`src/sv/fcr_pkg.sv`:
```
package fcr_pkg;

	localparam logic [7:0] CRC_FEEDBACK   = 8'h9A;
	localparam logic [7:0] PREAMBLE_RESET = 8'hAA;
	localparam logic [7:0] CMD_BUZZER     = 8'h11;
	localparam logic [7:0] CMD_TEMP       = 8'h41;
	localparam logic [7:0] CMD_LIGHT      = 8'h42;
	localparam int         HEAD_DEPTH     = 4;

	// Frame parser phases, one-hot
	typedef enum logic [5:0] {
		PH_IDLE = 6'b000001,
		PH_SRC  = 6'b000010,
		PH_DST  = 6'b000100,
		PH_LEN  = 6'b001000,
		PH_DATA = 6'b010000,
		PH_CRC  = 6'b100000
	} fcr_phase_t;

	// One finished frame as seen on the result channel
	typedef struct packed {
		logic [7:0] src_addr;
		logic [7:0] dst_addr;
		logic [7:0] payload_len;
		logic [7:0] command_code;
		logic       crc_ok;
		logic       settings_applied;
		logic [7:0] buzzer_kind;
		logic [7:0] buzzer_low;
		logic [7:0] buzzer_high;
		logic [7:0] temp_limit;
		logic [7:0] light_limit;
	} fcr_result_t;

	// Reflected CRC-8, one byte, LSB first
	function automatic logic [7:0] crc8_byte(input logic [7:0] crc_in, input logic [7:0] data);
		logic [7:0] crc;
		logic [7:0] d;
		logic       fb;
		crc = crc_in;
		d   = data;
		for (int k = 0; k < 8; k++) begin
			fb  = crc[0] ^ d[0];
			crc = {1'b0, crc[7:1]};
			if (fb) begin
				crc = crc ^ CRC_FEEDBACK;
			end
			d = {1'b0, d[7:1]};
		end
		return crc;
	endfunction

endpackage

```
`src/sv/fcr_parser.sv`:
```
module fcr_parser (
	input  logic                clk,
	input  logic                arst_n,
	input  logic                step,
	input  logic [7:0]          data_byte,
	input  logic [7:0]          preamble,
	output logic                emit,
	output fcr_pkg::fcr_result_t result
);
	import fcr_pkg::*;

	fcr_phase_t phase_q, phase_d;
	logic [7:0] src_q, src_d;
	logic [7:0] dst_q, dst_d;
	logic [7:0] len_q, len_d;
	logic [7:0] seen_q, seen_d;
	logic [7:0] crc_q, crc_d;
	logic [7:0] head_q [HEAD_DEPTH];
	logic [7:0] head_d [HEAD_DEPTH];
	logic [7:0] kind_q, kind_d;
	logic [7:0] low_q, low_d;
	logic [7:0] high_q, high_d;
	logic [7:0] temp_q, temp_d;
	logic [7:0] light_q, light_d;
	logic [7:0] crc_step;
	logic [7:0] seen_inc;
	logic       ok;
	logic       applied;

	assign crc_step = crc8_byte((phase_q == PH_SRC) ? 8'd0 : crc_q, data_byte);
	assign seen_inc = seen_q + 8'd1;
	assign ok       = (data_byte == crc_q);

	// Next frame state for the byte in hand
	always_comb begin
		phase_d = phase_q;
		src_d   = src_q;
		dst_d   = dst_q;
		len_d   = len_q;
		seen_d  = seen_q;
		crc_d   = crc_q;
		head_d  = head_q;
		kind_d  = kind_q;
		low_d   = low_q;
		high_d  = high_q;
		temp_d  = temp_q;
		light_d = light_q;
		emit    = 1'b0;
		applied = 1'b0;
		unique case (phase_q)
			PH_SRC: begin
				src_d   = data_byte;
				crc_d   = crc_step;
				phase_d = PH_DST;
			end
			PH_DST: begin
				dst_d   = data_byte;
				crc_d   = crc_step;
				phase_d = PH_LEN;
			end
			PH_LEN: begin
				len_d  = data_byte;
				crc_d  = crc_step;
				seen_d = 8'd0;
				for (int i = 0; i < HEAD_DEPTH; i++) begin
					head_d[i] = 8'd0;
				end
				phase_d = (data_byte == 8'd0) ? PH_CRC : PH_DATA;
			end
			PH_DATA: begin
				if (seen_q < 8'(HEAD_DEPTH)) begin
					head_d[seen_q[1:0]] = data_byte;
				end
				crc_d  = crc_step;
				seen_d = seen_inc;
				if (seen_inc >= len_q) begin
					phase_d = PH_CRC;
				end
			end
			PH_CRC: begin
				emit = 1'b1;
				if (ok) begin
					unique case (head_q[0])
						CMD_BUZZER: begin
							kind_d  = head_q[1];
							low_d   = head_q[2];
							high_d  = head_q[3];
							applied = 1'b1;
						end
						CMD_TEMP: begin
							temp_d  = head_q[1];
							applied = 1'b1;
						end
						CMD_LIGHT: begin
							light_d = head_q[1];
							applied = 1'b1;
						end
						default: ;
					endcase
				end
				phase_d = PH_IDLE;
			end
			default: begin
				if (data_byte == preamble) begin
					phase_d = PH_SRC;
				end
			end
		endcase
	end

	// Result fields for the CRC byte
	always_comb begin
		result.src_addr         = src_q;
		result.dst_addr         = dst_q;
		result.payload_len      = len_q;
		result.command_code     = head_q[0];
		result.crc_ok           = ok;
		result.settings_applied = applied;
		result.buzzer_kind      = kind_d;
		result.buzzer_low       = low_d;
		result.buzzer_high      = high_d;
		result.temp_limit       = temp_d;
		result.light_limit      = light_d;
	end

	// Advance frame state by one byte
	always_ff @(posedge clk or negedge arst_n) begin
		if (!arst_n) begin
			phase_q <= PH_IDLE;
			src_q   <= 8'd0;
			dst_q   <= 8'd0;
			len_q   <= 8'd0;
			seen_q  <= 8'd0;
			crc_q   <= 8'd0;
			for (int i = 0; i < HEAD_DEPTH; i++) begin
				head_q[i] <= 8'd0;
			end
			kind_q  <= 8'd0;
			low_q   <= 8'd0;
			high_q  <= 8'd0;
			temp_q  <= 8'd0;
			light_q <= 8'd0;
		end else if (step) begin
			phase_q <= phase_d;
			src_q   <= src_d;
			dst_q   <= dst_d;
			len_q   <= len_d;
			seen_q  <= seen_d;
			crc_q   <= crc_d;
			head_q  <= head_d;
			kind_q  <= kind_d;
			low_q   <= low_d;
			high_q  <= high_d;
			temp_q  <= temp_d;
			light_q <= light_d;
		end
	end

endmodule

```
`src/sv/framed_command_receiver.sv`:
```
// Channel   Direction  Handshake             Payload
// input     in         in_valid / in_stall   rx_byte
// result    out        out_valid / out_stall src_addr .. light_limit (11 fields)
// config    in         cfg_valid / cfg_ready preamble_value
//
// One byte is accepted per cycle, sustained, while the result side keeps up.
// A byte sits in the input register while the frame parser (eight
// unrolled CRC bit steps) works on it; a frame's result is registered into the output
// register as its CRC byte leaves the input register. When the output register
// is full and stalled, the parser holds, and a byte in the input register holds and in_stall rises.
// Reset clears the frame state and held settings and sets the preamble to 0xAA; cfg_ready stays high.
module framed_command_receiver (
	input  logic       clk,
	input  logic       arst_n,
	input  logic       in_valid,
	output logic       in_stall,
	input  logic [7:0] rx_byte,
	input  logic       cfg_valid,
	output logic       cfg_ready,
	input  logic [7:0] preamble_value,
	output logic       out_valid,
	input  logic       out_stall,
	output logic [7:0] src_addr,
	output logic [7:0] dst_addr,
	output logic [7:0] payload_len,
	output logic [7:0] command_code,
	output logic       crc_ok,
	output logic       settings_applied,
	output logic [7:0] buzzer_kind,
	output logic [7:0] buzzer_low,
	output logic [7:0] buzzer_high,
	output logic [7:0] temp_limit,
	output logic [7:0] light_limit
);
	import fcr_pkg::*;

	logic        valid_s1;
	logic [7:0]  byte_s1;
	logic [7:0]  preamble_q;
	logic        out_valid_q;
	fcr_result_t result_q;
	fcr_result_t result;
	logic        emit;
	logic        advance;
	logic        step;

	// Move on when the output slot is empty or being taken
	assign advance   = !out_valid_q || !out_stall;
	assign step      = valid_s1 && advance;
	assign in_stall  = valid_s1 && !advance;
	assign cfg_ready = 1'b1;

	// Hold the preamble setting
	always_ff @(posedge clk or negedge arst_n) begin
		if (!arst_n) begin
			preamble_q <= PREAMBLE_RESET;
		end else if (cfg_valid && cfg_ready) begin
			preamble_q <= preamble_value;
		end
	end

	// Input register
	always_ff @(posedge clk or negedge arst_n) begin
		if (!arst_n) begin
			valid_s1 <= 1'b0;
		end else if (!in_stall) begin
			valid_s1 <= in_valid;
		end
	end

	always_ff @(posedge clk) begin
		if (!in_stall && in_valid) begin
			byte_s1 <= rx_byte;
		end
	end

	fcr_parser u_parser (
		.clk       (clk),
		.arst_n    (arst_n),
		.step      (step),
		.data_byte (byte_s1),
		.preamble  (preamble_q),
		.emit      (emit),
		.result    (result)
	);

	// Output register
	always_ff @(posedge clk or negedge arst_n) begin
		if (!arst_n) begin
			out_valid_q <= 1'b0;
		end else if (advance) begin
			out_valid_q <= step && emit;
		end
	end

	always_ff @(posedge clk) begin
		if (step && emit) begin
			result_q <= result;
		end
	end

	assign out_valid        = out_valid_q;
	assign src_addr         = result_q.src_addr;
	assign dst_addr         = result_q.dst_addr;
	assign payload_len      = result_q.payload_len;
	assign command_code     = result_q.command_code;
	assign crc_ok           = result_q.crc_ok;
	assign settings_applied = result_q.settings_applied;
	assign buzzer_kind      = result_q.buzzer_kind;
	assign buzzer_low       = result_q.buzzer_low;
	assign buzzer_high      = result_q.buzzer_high;
	assign temp_limit       = result_q.temp_limit;
	assign light_limit      = result_q.light_limit;

endmodule

```
`config.mk`:
```
export PLATFORM = sky130hd
export DESIGN_NAME = framed_command_receiver
export DESIGN_NICKNAME = d
export VERILOG_FILES = /design/src/sv/fcr_pkg.sv /design/src/sv/fcr_parser.sv /design/src/sv/framed_command_receiver.sv
export SDC_FILE = /design/constraint.sdc
export NUM_CORES = 1
export LEC_CHECK = 0
export BUFFER_PORTS_ARGS = -buffer_cell sky130_fd_sc_hd__buf_2
export CELL_PAD_IN_SITES_DETAIL_PLACEMENT = 1
export CELL_PAD_IN_SITES_GLOBAL_PLACEMENT = 1
export CORE_MARGIN = 8
export CORE_UTILIZATION = 46
export CTS_BUF_LIST = sky130_fd_sc_hd__clkbuf_4
export CTS_CLUSTER_DIAMETER = 100
export DETAILED_ROUTE_END_ITERATION = 8
export PLACE_DENSITY = 0.77
export SLEW_MARGIN = 10
export SYNTH_ARGS = -nofsm -noshare
export SYNTH_HDL_FRONTEND = slang
export SYNTH_SLANG_ARGS = --single-unit
```
`constraint.sdc`:
```
create_clock -name clk -period 4.91 [get_ports clk]
set_clock_uncertainty 0.1 [all_clocks]
set_input_delay 0 -clock clk [delete_from_list [all_inputs] [get_ports clk]]
set_output_delay 0 -clock clk [all_outputs]
set_load 0.05 [all_outputs]
```
# Word level (Yosys, flattened, before mapping)
# Index checks and enable logic that the tools add are counted.
[classes]
n_eq_ne = 12
n_reduce_logical = 23
magnitude_cmp = 4
muxes = 36
bitwise_logic = 17
add_sub_neg = 1
[ops]
columns = ["operator", "count"]
rows = [
  ["two-way mux 8 bit", 25],
  ["one-hot mux 32 bit (2 select lines)", 1],
  ["bitwise mux 32 bit", 1],
  ["two-way mux 32 bit", 1],
  ["inverter 3 -> 4 bit", 8],
  ["one-hot mux 6 bit (5 select lines)", 1],
  ["two-way mux 6 bit", 3],
  ["demux 8 bit (select 2 bit)", 1],
  ["== test 8 x 7 -> 1 bit (second input constant)", 2],
  ["== test 8 bit", 2],
  ["one-hot mux 8 bit (2 select lines)", 1],
  ["AND reduction 2 bit", 6],
  ["adder 8 x 1 -> 8 bit (second input constant)", 1],
  ["== test 8 x 5 -> 1 bit (second input constant)", 1],
  [">= comparator 8 bit", 1],
  ["zero test 8 bit", 1],
  ["< comparator 8 x 3 -> 1 bit (second input constant)", 1],
  ["XOR 1 bit", 8],
  ["== test 6 x 2 -> 1 bit (second input constant)", 1],
  ["== test 6 x 3 -> 1 bit (second input constant)", 1],
  ["== test 6 x 4 -> 1 bit (second input constant)", 1],
  ["== test 6 x 5 -> 1 bit (second input constant)", 1],
  ["== test 6 bit (second input constant)", 1],
  ["AND reduction 3 bit", 2],
  ["other kinds (12)", 21],
]
[totals]
word_cells = 123
in_bits = 21
output_inout_bits = 77
register_bits = 210

# Depth between registers and ports, before layout
# Gate-level depths: netlist (run 1).
[depth]
depth_word = 18
ltp_mapped = 10
depth_no_buf = 10

# Cells and area by module
# A second synthesis (run 1) with hierarchy kept.
[unflattened]
hier_cells = 659
hier_area_um2 = 9241.4
[by_module_without_submodules]
columns = ["module", "n_inst", "seq_area_each_um2", "cells_per_inst", "area_per_inst_um2"]
rows = [
  ["fcr_parser", 1, 2954.1, 547, 6337.3],
  ["framed_command_receiver", 1, 2717.6, 112, 2904.0],
]

# Least setup slack after synthesis (run 1)
# OpenSTA, ideal clock, no wires.
[synth_path]
kind = "register to register"
startpoint = "register u_parser.phase_q[3]"
endpoint = "register result_q (netlist bit buzzer_high[0]) (enable)"
n_path_buf = 1
t_required_ns = 4.300
period_less_slack_ns = 4.686
arrival_ns = 4.077
path_stages_with_launch = 5
setup_ns = 0.510
setup_slack_ns = 0.224
cell_sequence = "dfrtp_1 clkbuf_1 nor2_1 nand3_1 nor2_1"
[synth_via]
elab_chain_len = 3
[synth_rtl]
columns = ["element", "line", "source"]
rows = [
  ["from (decl)", "fcr_parser.sv:12", "fcr_phase_t phase_q, phase_d;"],
  ["from (signal assigned)", "fcr_parser.sv:144", "phase_q <= phase_d;"],
  ["== test 6 bit", "fcr_parser.sv:50", "unique case (phase_q)"],
  ["two-way mux 1 bit", "fcr_parser.sv:50", ""],
  ["logical AND 1 bit", "framed_command_receiver.sv:97", "if (step && emit) begin"],
  ["to (signal assigned)", "framed_command_receiver.sv:98", "result_q <= result;"],
  ["to (decl)", "framed_command_receiver.sv:41", "fcr_result_t result_q;"],
]
# No other way between the ends.
# A chain may end at the register's enable or synchronous reset.

==> results of run 1 <==
==> metrics by stage <==
stage | hold WS, ns | utilization [%] | std cells | total power [mW] | setup slack, ns
2_1_floorplan | -0.396 | - | 634 | 3.84 | 0.224
3_3_place_gp | 0.0944 | 50.6 | 967 | 4.25 | 1.73
3_5_place_dp | 0.0791 | 50.6 | 967 | 4.35 | 1.66
4_1_cts | 0.0148 | 56.6 | 1110 | 5.96 | 1.66
5_1_grt | 0.0333 | 56.6 | 1110 | 6.27 | 1.51
6_report | 0.0514 | 56.6 | 1110 | 5.94 | 1.64
==> repair_timing <==
| item | 4_1_cts | 5_1_grt |
|---|---|---|
| resized for setup | 0 | 0 |
| hold buffers | 43 | 0 |
| endpoints found under the hold margin | 110 | 0 |
==> kinds of logic after synthesis <==
logic type      after synthesis
simple gates                106
flops                       210
xor+xnor                     62
compound gates               80
other cells                   1
buf+inv                      47
fa+ha+maj                    12
mux                         116
==> synthesized netlist by cell type, drive strengths merged, types with 2 or more instances <==
library cell,count
a211oi,2
a21bo,2
a21boi,3
a21o,5
a21oi,11
a22o,32
a31oi,2
and2,7
buf,9
clkbuf,24
dfrtp,123
dfstp,5
edfxtp,82
ha,12
inv,14
mux2,115
nand2,31
nand2b,8
nand3,8
nand3b,2
nand4,5
nand4b,2
nor2,22
nor2b,2
nor3,4
nor4,5
nor4b,3
o211ai,3
o21a,3
o21ai,10
or3,3
or4,2
xnor2,36
xnor3,2
xor2,24
==> worst paths after layout <==
path / cells after the start / end / start / slack [ns]
max: 6 / light_limit[7]$_DFFE_PP_ / byte_s1[0]$_DFFE_PP_ / 1.64
min: 3 / out_valid$_DFFE_PN0N_ / out_stall / 0.05
max reg2reg: 6 / light_limit[7]$_DFFE_PP_ / byte_s1[0]$_DFFE_PP_ / 1.64
min reg2reg: 0 / dst_addr[1]$_DFFE_PP_ / u_parser.dst_q[1]$_DFFE_PN0P_ / 0.35
max in group asynchronous: 4 / u_parser.src_q[1]$_DFFE_PN0P_ / arst_n / 3.62
min in group asynchronous: 3 / u_parser.phase_q[0]$_DFFE_PN1P_ / arst_n / 0.38
==> worst reg2reg max path, cell delays in order (launching register included) <==
cell	delay, ns
sky130_fd_sc_hd__edfxtp_1	0.66
sky130_fd_sc_hd__xor2_1	0.27
sky130_fd_sc_hd__nor4_1	0.31
sky130_fd_sc_hd__nand2_1	0.11
sky130_fd_sc_hd__or4_4	0.56
sky130_fd_sc_hd__nor2_1	0.58
sky130_fd_sc_hd__mux2_2	0.41
==> final cells by class <==
| class | instances | area share, % |
|---|---|---|
| Clock inverter | 16 | 0.830 |
| Tap cell | 265 | 3.01 |
| Timing Repair Buffer | 144 | 8.91 |
| Clock buffer | 84 | 5.73 |
| Sequential cell | 210 | 51.5 |
| Inverter | 14 | 0.477 |
| Multi-Input combinational cell | 377 | 29.5 |
==> layer usage <==
metal	vias to the layer above	GRT usage, %	wire (um)
li1	2665	-	-
met1	2989	23.2	9780
met2	171	32.4	11600
met3	65	4.69	1210
met4	0	8.47	728
met5	-	0	0
==> power by group through the flow <==
| stage | logic [mW] | registers [mW] | clock network (mW) |
|---|---|---|---|
| 6_report | 1.83 | 2.56 | 1.55 |
| 5_1_grt | 1.98 | 2.59 | 1.69 |
| 4_1_cts | 1.81 | 2.55 | 1.59 |
| 3_5_place_dp | 1.76 | 2.59 | 0 |
| 3_3_place_gp | 1.68 | 2.56 | 0 |
| 2_1_floorplan | 1.20 | 2.64 | 0 |
==> run metrics, run 1 <==
number of flip-flops under the largest register name=24; horizontal die dimension=about 160 um; dominant register cell in the synthesized netlist=sky130_fd_sc_hd__dfrtp_1; kind of critical path=reg2reg; number of nets still failing antenna checks after routing=0; Synth Area in XOR/XNOR=between 6 and 7%; delay of the slowest critical-path stage=0.66 ns; share of power burned in registers=roughly 43%; total grt overflow=0; number of DRC markers in iteration 0=362; actual slew at the worst max-slew pin=between 0.8 and 0.9 ns; max-slew violations=0; routability congestion estimate=~0.80; post-synthesis simple-gate area fraction=roughly 5.9%; adder and majority gate portion of the synthesized area=approximately 1.6%; Detailed Route WL=around 23 mm; final setup violating endpoints=0; leakage component of the power=between 4 and 5 nW; sequential cell area fraction in the yosys report=between 60 and 70%; number of enable flip-flop cells after synthesis=82; Synth Cell Area=9130 um2; number of buffers inserted by port buffering=96; share of the synthesized area in compound gates (AO/OA/AOI/OAI)=around 6.6%; largest family of logic cells by synthesized area=multiplexers; CP Capture Type=flop; Top reg by flops=u_parser.head_q; crit path DAT=roughly 3.6 ns; Hold Violations, Final=0; clock network fraction of total power=between 20% and 30%; cell breakdown of the critical path=xor2_1 -> nor4_1 -> nand2_1 -> or4_4 -> nor2_1 -> mux2_2; post-synthesis sequential element count=210; post-route minimum period=between 3 and 4 ns; Total Negative Setup Slacks=0 ns; Core Region=between 15000 and 20000 um2; Setup Fix Bufs, Post-CTS=0; initial standard-cell utilization of the core=46.9%; final antenna diode count=0; maximum clock insertion buffer count=3; fraction of synthesized cell area taken by the top area cell type=between 30% and 40%; Int Pwr=around 3.7 mW; register cell area after layout=about 5700 um2; kind of cell adding the most delay to the critical path=simple AND/OR/NAND/NOR gates; clock network latency to the later pin of the worst-skew pair=roughly 0.67 ns; worst-case vdd ir drop=0.000383 V; number of vias per cell=around 5.3; Net count, final=between 800 and 900; Power per Cell Area=roughly 540 nW/um2; Die Y-Extent=roughly 160 um; count of mapped cells out of synthesis=between 600 and 700; maximum number of pins on one net before global-route repair=71; wire length of the first global-routing pass=between 30 and 40 mm; worst path buffer plus inverter count=0; async set-reset flop share out of synthesis=around 61%; master of the slowest instance on the critical path=sky130_fd_sc_hd__edfxtp_1; setup repair after global routing missed its margin=no; Final period util=between 60% and 70%; fillers=around 2000; total CTS buffers=54; layout overhead on the synthesized area=20.5%; count of boundary I/O pins=98; mean instance size in the synthesized netlist=between 10 and 15 um2; initial antenna violation count=0; Std-Cell Rows=51; dominant cell type by area after synthesis=sky130_fd_sc_hd__dfrtp_1; number of different library cells in the post-synthesis netlist=52; syn nets=667; maximum level of the CTS H-tree=2; startpoint class of the critical path=flop; share of layout cells above drive strength 1=37.3%; most used cells in the layout excluding fill and tap cells=sky130_fd_sc_hd__dfrtp_1 (123), sky130_fd_sc_hd__mux2_2 (95), sky130_fd_sc_hd__buf_2 (95); overall global routing resource usage=19.3%; number of violations of the max-capacitance limit=0; required time of the worst setup path=5.21 ns; DRC viols=0; clock-pin transition on the worst setup and hold timing paths=~0.070 ns; number of warnings reported in the yosys synthesis log=0; Combinational Power Share=between 30% and 40%; switching share of power=between 30% and 40%; detailed placer's ending HPWL=15.5 mm; final cell area excluding filler cells=about 11000 um2; mean routed wirelength per cell=around 21 um; timing-limited maximum frequency=slightly above 0.3 GHz; post-synthesis mux area share=between 10% and 20%; ranking of synthesized cells by area=sky130_fd_sc_hd__dfrtp_1 (34%), sky130_fd_sc_hd__edfxtp_1 (27%), sky130_fd_sc_hd__mux2_2 (12%); DRT Pass-1 Iters=4; via count of the first global-routing pass=around 6700; run status=complete, no violations; TritonCTS clock tree=built; most common library cell in the layout ignoring fill and taps=sky130_fd_sc_hd__dfrtp_1; total die area=24600 um2; Worst Hold Class=in2reg; switching component of the power=~2.2 mW; cell area after placement=~9800 um2; Via Count=between 5000 and 6000; total clock sinks=210; root buffer selected by CTS=sky130_fd_sc_hd__clkbuf_4; area taken by multi-input logic gates=~3300 um2; largest fanout of any net on the critical path=13; remaining max-slew budget at the tightest pin=between 40% and 50%
(Power assumes the default switching activity.)
==> run 2: changes to the inputs <==
- clock period: 4.91 -> 3 ns (I/O delays scaled with it)
==> run 2 against run 1 <==
Die area did not move. Maximum frequency grew 14%. Critical path depth is 1 higher. Clock power grew 57%. First-iteration DRC count fell by 35%. Power up 63%. Worst setup slack lost 1.5 ns. Wire length is 0.97% lower. Final area increased by 1.9%. Register-to-register slack got worse by 1.5 ns.
==> run metrics, run 2 (same netlist as run 1, synthesis figures left out) <==
run status=complete, no violations; startpoint class of the critical path=flop; most common library cell in the layout ignoring fill and taps=sky130_fd_sc_hd__dfrtp_1; Top reg by flops=u_parser.head_q; count of boundary I/O pins=between 90 and 100; Hold Violations, Final=0; DRC viols=0; number of vias per cell=~5.2; number of buffers inserted by port buffering=96; timing-limited maximum frequency=0.350 GHz; CP Capture Type=flop; non-filler cells, final=~1100; initial antenna violation count=1; cell area after placement=between 10000 and 15000 um2; total grt overflow=0; routability congestion estimate=between 0.8 and 0.9; overall global routing resource usage=between 10% and 20%; Std-Cell Rows=between 50 and 60; Worst Hold Class=in2reg; setup repair after global routing missed its margin=no; Total Negative Setup Slacks=0 ns; number of violations of the max-capacitance limit=0; delay of the slowest critical-path stage=0.56 ns; mean routed wirelength per cell=slightly above 20 um; max-slew violations=0; clock-pin transition on the worst setup and hold timing paths=0.07 ns; layout overhead on the synthesized area=22.9%; final cell area excluding filler cells=~11000 um2; total clock sinks=210; root buffer selected by CTS=sky130_fd_sc_hd__clkbuf_4; worst-case vdd ir drop=just under 0.0005 V; DRT Pass-1 Iters=4; Detailed Route WL=between 20 and 25 mm; number of nets still failing antenna checks after routing=0; master of the slowest instance on the critical path=sky130_fd_sc_hd__or4_4; Net count, final=approximately 860; crit path DAT=around 3.3 ns; total CTS buffers=54; Power per Cell Area=about 860 nW/um2; wire length of the first global-routing pass=around 37 mm; actual slew at the worst max-slew pin=about 0.73 ns; number of DRC markers in iteration 0=roughly 230; initial standard-cell utilization of the core=roughly 47%; maximum level of the CTS H-tree=2; required time of the worst setup path=between 3 and 4 ns; total die area=24600 um2; Core Region=between 15000 and 20000 um2; horizontal die dimension=157 um; via count of the first global-routing pass=around 6800; placed cell count=approximately 990; maximum number of pins on one net before global-route repair=approximately 70; number of flip-flops under the largest register name=24; most used cells in the layout excluding fill and tap cells=sky130_fd_sc_hd__dfrtp_1 (122), sky130_fd_sc_hd__mux2_2 (95), sky130_fd_sc_hd__buf_2 (95); clock network latency to the later pin of the worst-skew pair=0.68 ns; TritonCTS clock tree=built; largest fanout of any net on the critical path=24; detailed placer's ending HPWL=about 15 mm; Via Count=a little under 6000; Final period util=a little over nine tenths; maximum clock insertion buffer count=3; cell breakdown of the critical path=xor2_1 -> nor4_1 -> nand2_1 -> or4_4 -> or3_1 -> buf_12 -> mux2_4; leakage component of the power=between 5 and 6 nW; Die Y-Extent=about 160 um; share of layout cells above drive strength 1=between 30% and 40%; kind of critical path=reg2reg; post-route minimum period=about 2.9 ns; remaining max-slew budget at the tightest pin=between 50 and 60%; final setup violating endpoints=0
## run 2: area by class of cell
type | count | area (um2)
timing repair buffer | 168 | 1210
antenna | 1 | 2.50
clock buffer | 81 | 608
fill | 1971 | 8240
inverter | 14 | 52.6
clock inverter | 21 | 90.1
multi-input combinational | 377 | 3250
tap | 265 | 332
sequential | 210 | 5670
## run 2: worst max-delay path, delay by kind of cell, from the launching register on
family	cells	cell delay (ns)
flip-flops	1	0.40
XOR/XNOR	1	0.19
multiplexers	1	0.31
AND/OR/NAND/NOR	4	1.51
buffers and inverters	1	0.20
## run 2: routing by layer
layer  share of wire, %  up-vias  global-route usage, %
met3                4.8       49                   4.47
met2                 51      136                   33.9
met5                  0        -                      0
met4                3.0        0                   8.05
met1                 41     3004                   23.2
li1                   -     2720                      -
## run 2: worst paths after layout
kind	from	to	slack, ns	cells past startpoint
worst max-delay path	byte_s1[4]$_DFFE_PP_	u_parser.high_q[2]$_DFFE_PN0P_	0.14	7
worst min-delay path	cfg_valid	preamble_q[5]$_DFFE_PN1P_	0.19	3
worst max register to register	byte_s1[4]$_DFFE_PP_	u_parser.high_q[2]$_DFFE_PN0P_	0.14	7
worst min register to register	u_parser.dst_q[7]$_DFFE_PN0P_	dst_addr[7]$_DFFE_PP_	0.35	0
max in group asynchronous	arst_n	u_parser.seen_q[0]$_DFFE_PN0P_	2.01	4
min in group asynchronous	arst_n	preamble_q[3]$_DFFE_PN1P_	0.37	3
## run 2: per-stage QoR
step	hold WS (ns)	power, mW	utilization (%)	worst slack [ns]
2_1_floorplan	-0.396	6.28	-	0.188
3_3_place_gp	0.0550	6.99	51.5	0.241
3_5_place_dp	0.0720	7.17	51.5	0.148
4_1_cts	0.124	9.72	57.6	0.130
5_1_grt	0.178	10.3	57.7	0.0432
6_report	0.195	9.69	57.7	0.142
## run 2: repair_timing
item                                    CTS  global route
buffers inserted                          0             0
hold endpoints to repair                176             0
resized for setup                         0             3
hold buffers                             48             0
endpoints found under the setup margin    0             5
## run 2: report_power, final
part	total [mW]	internal [mW]	switching (mW)
registers	4.00	3.56	0.441
clock network	2.44	1.24	1.19
logic	3.25	1.30	1.95
total	9.69	6.11	3.58
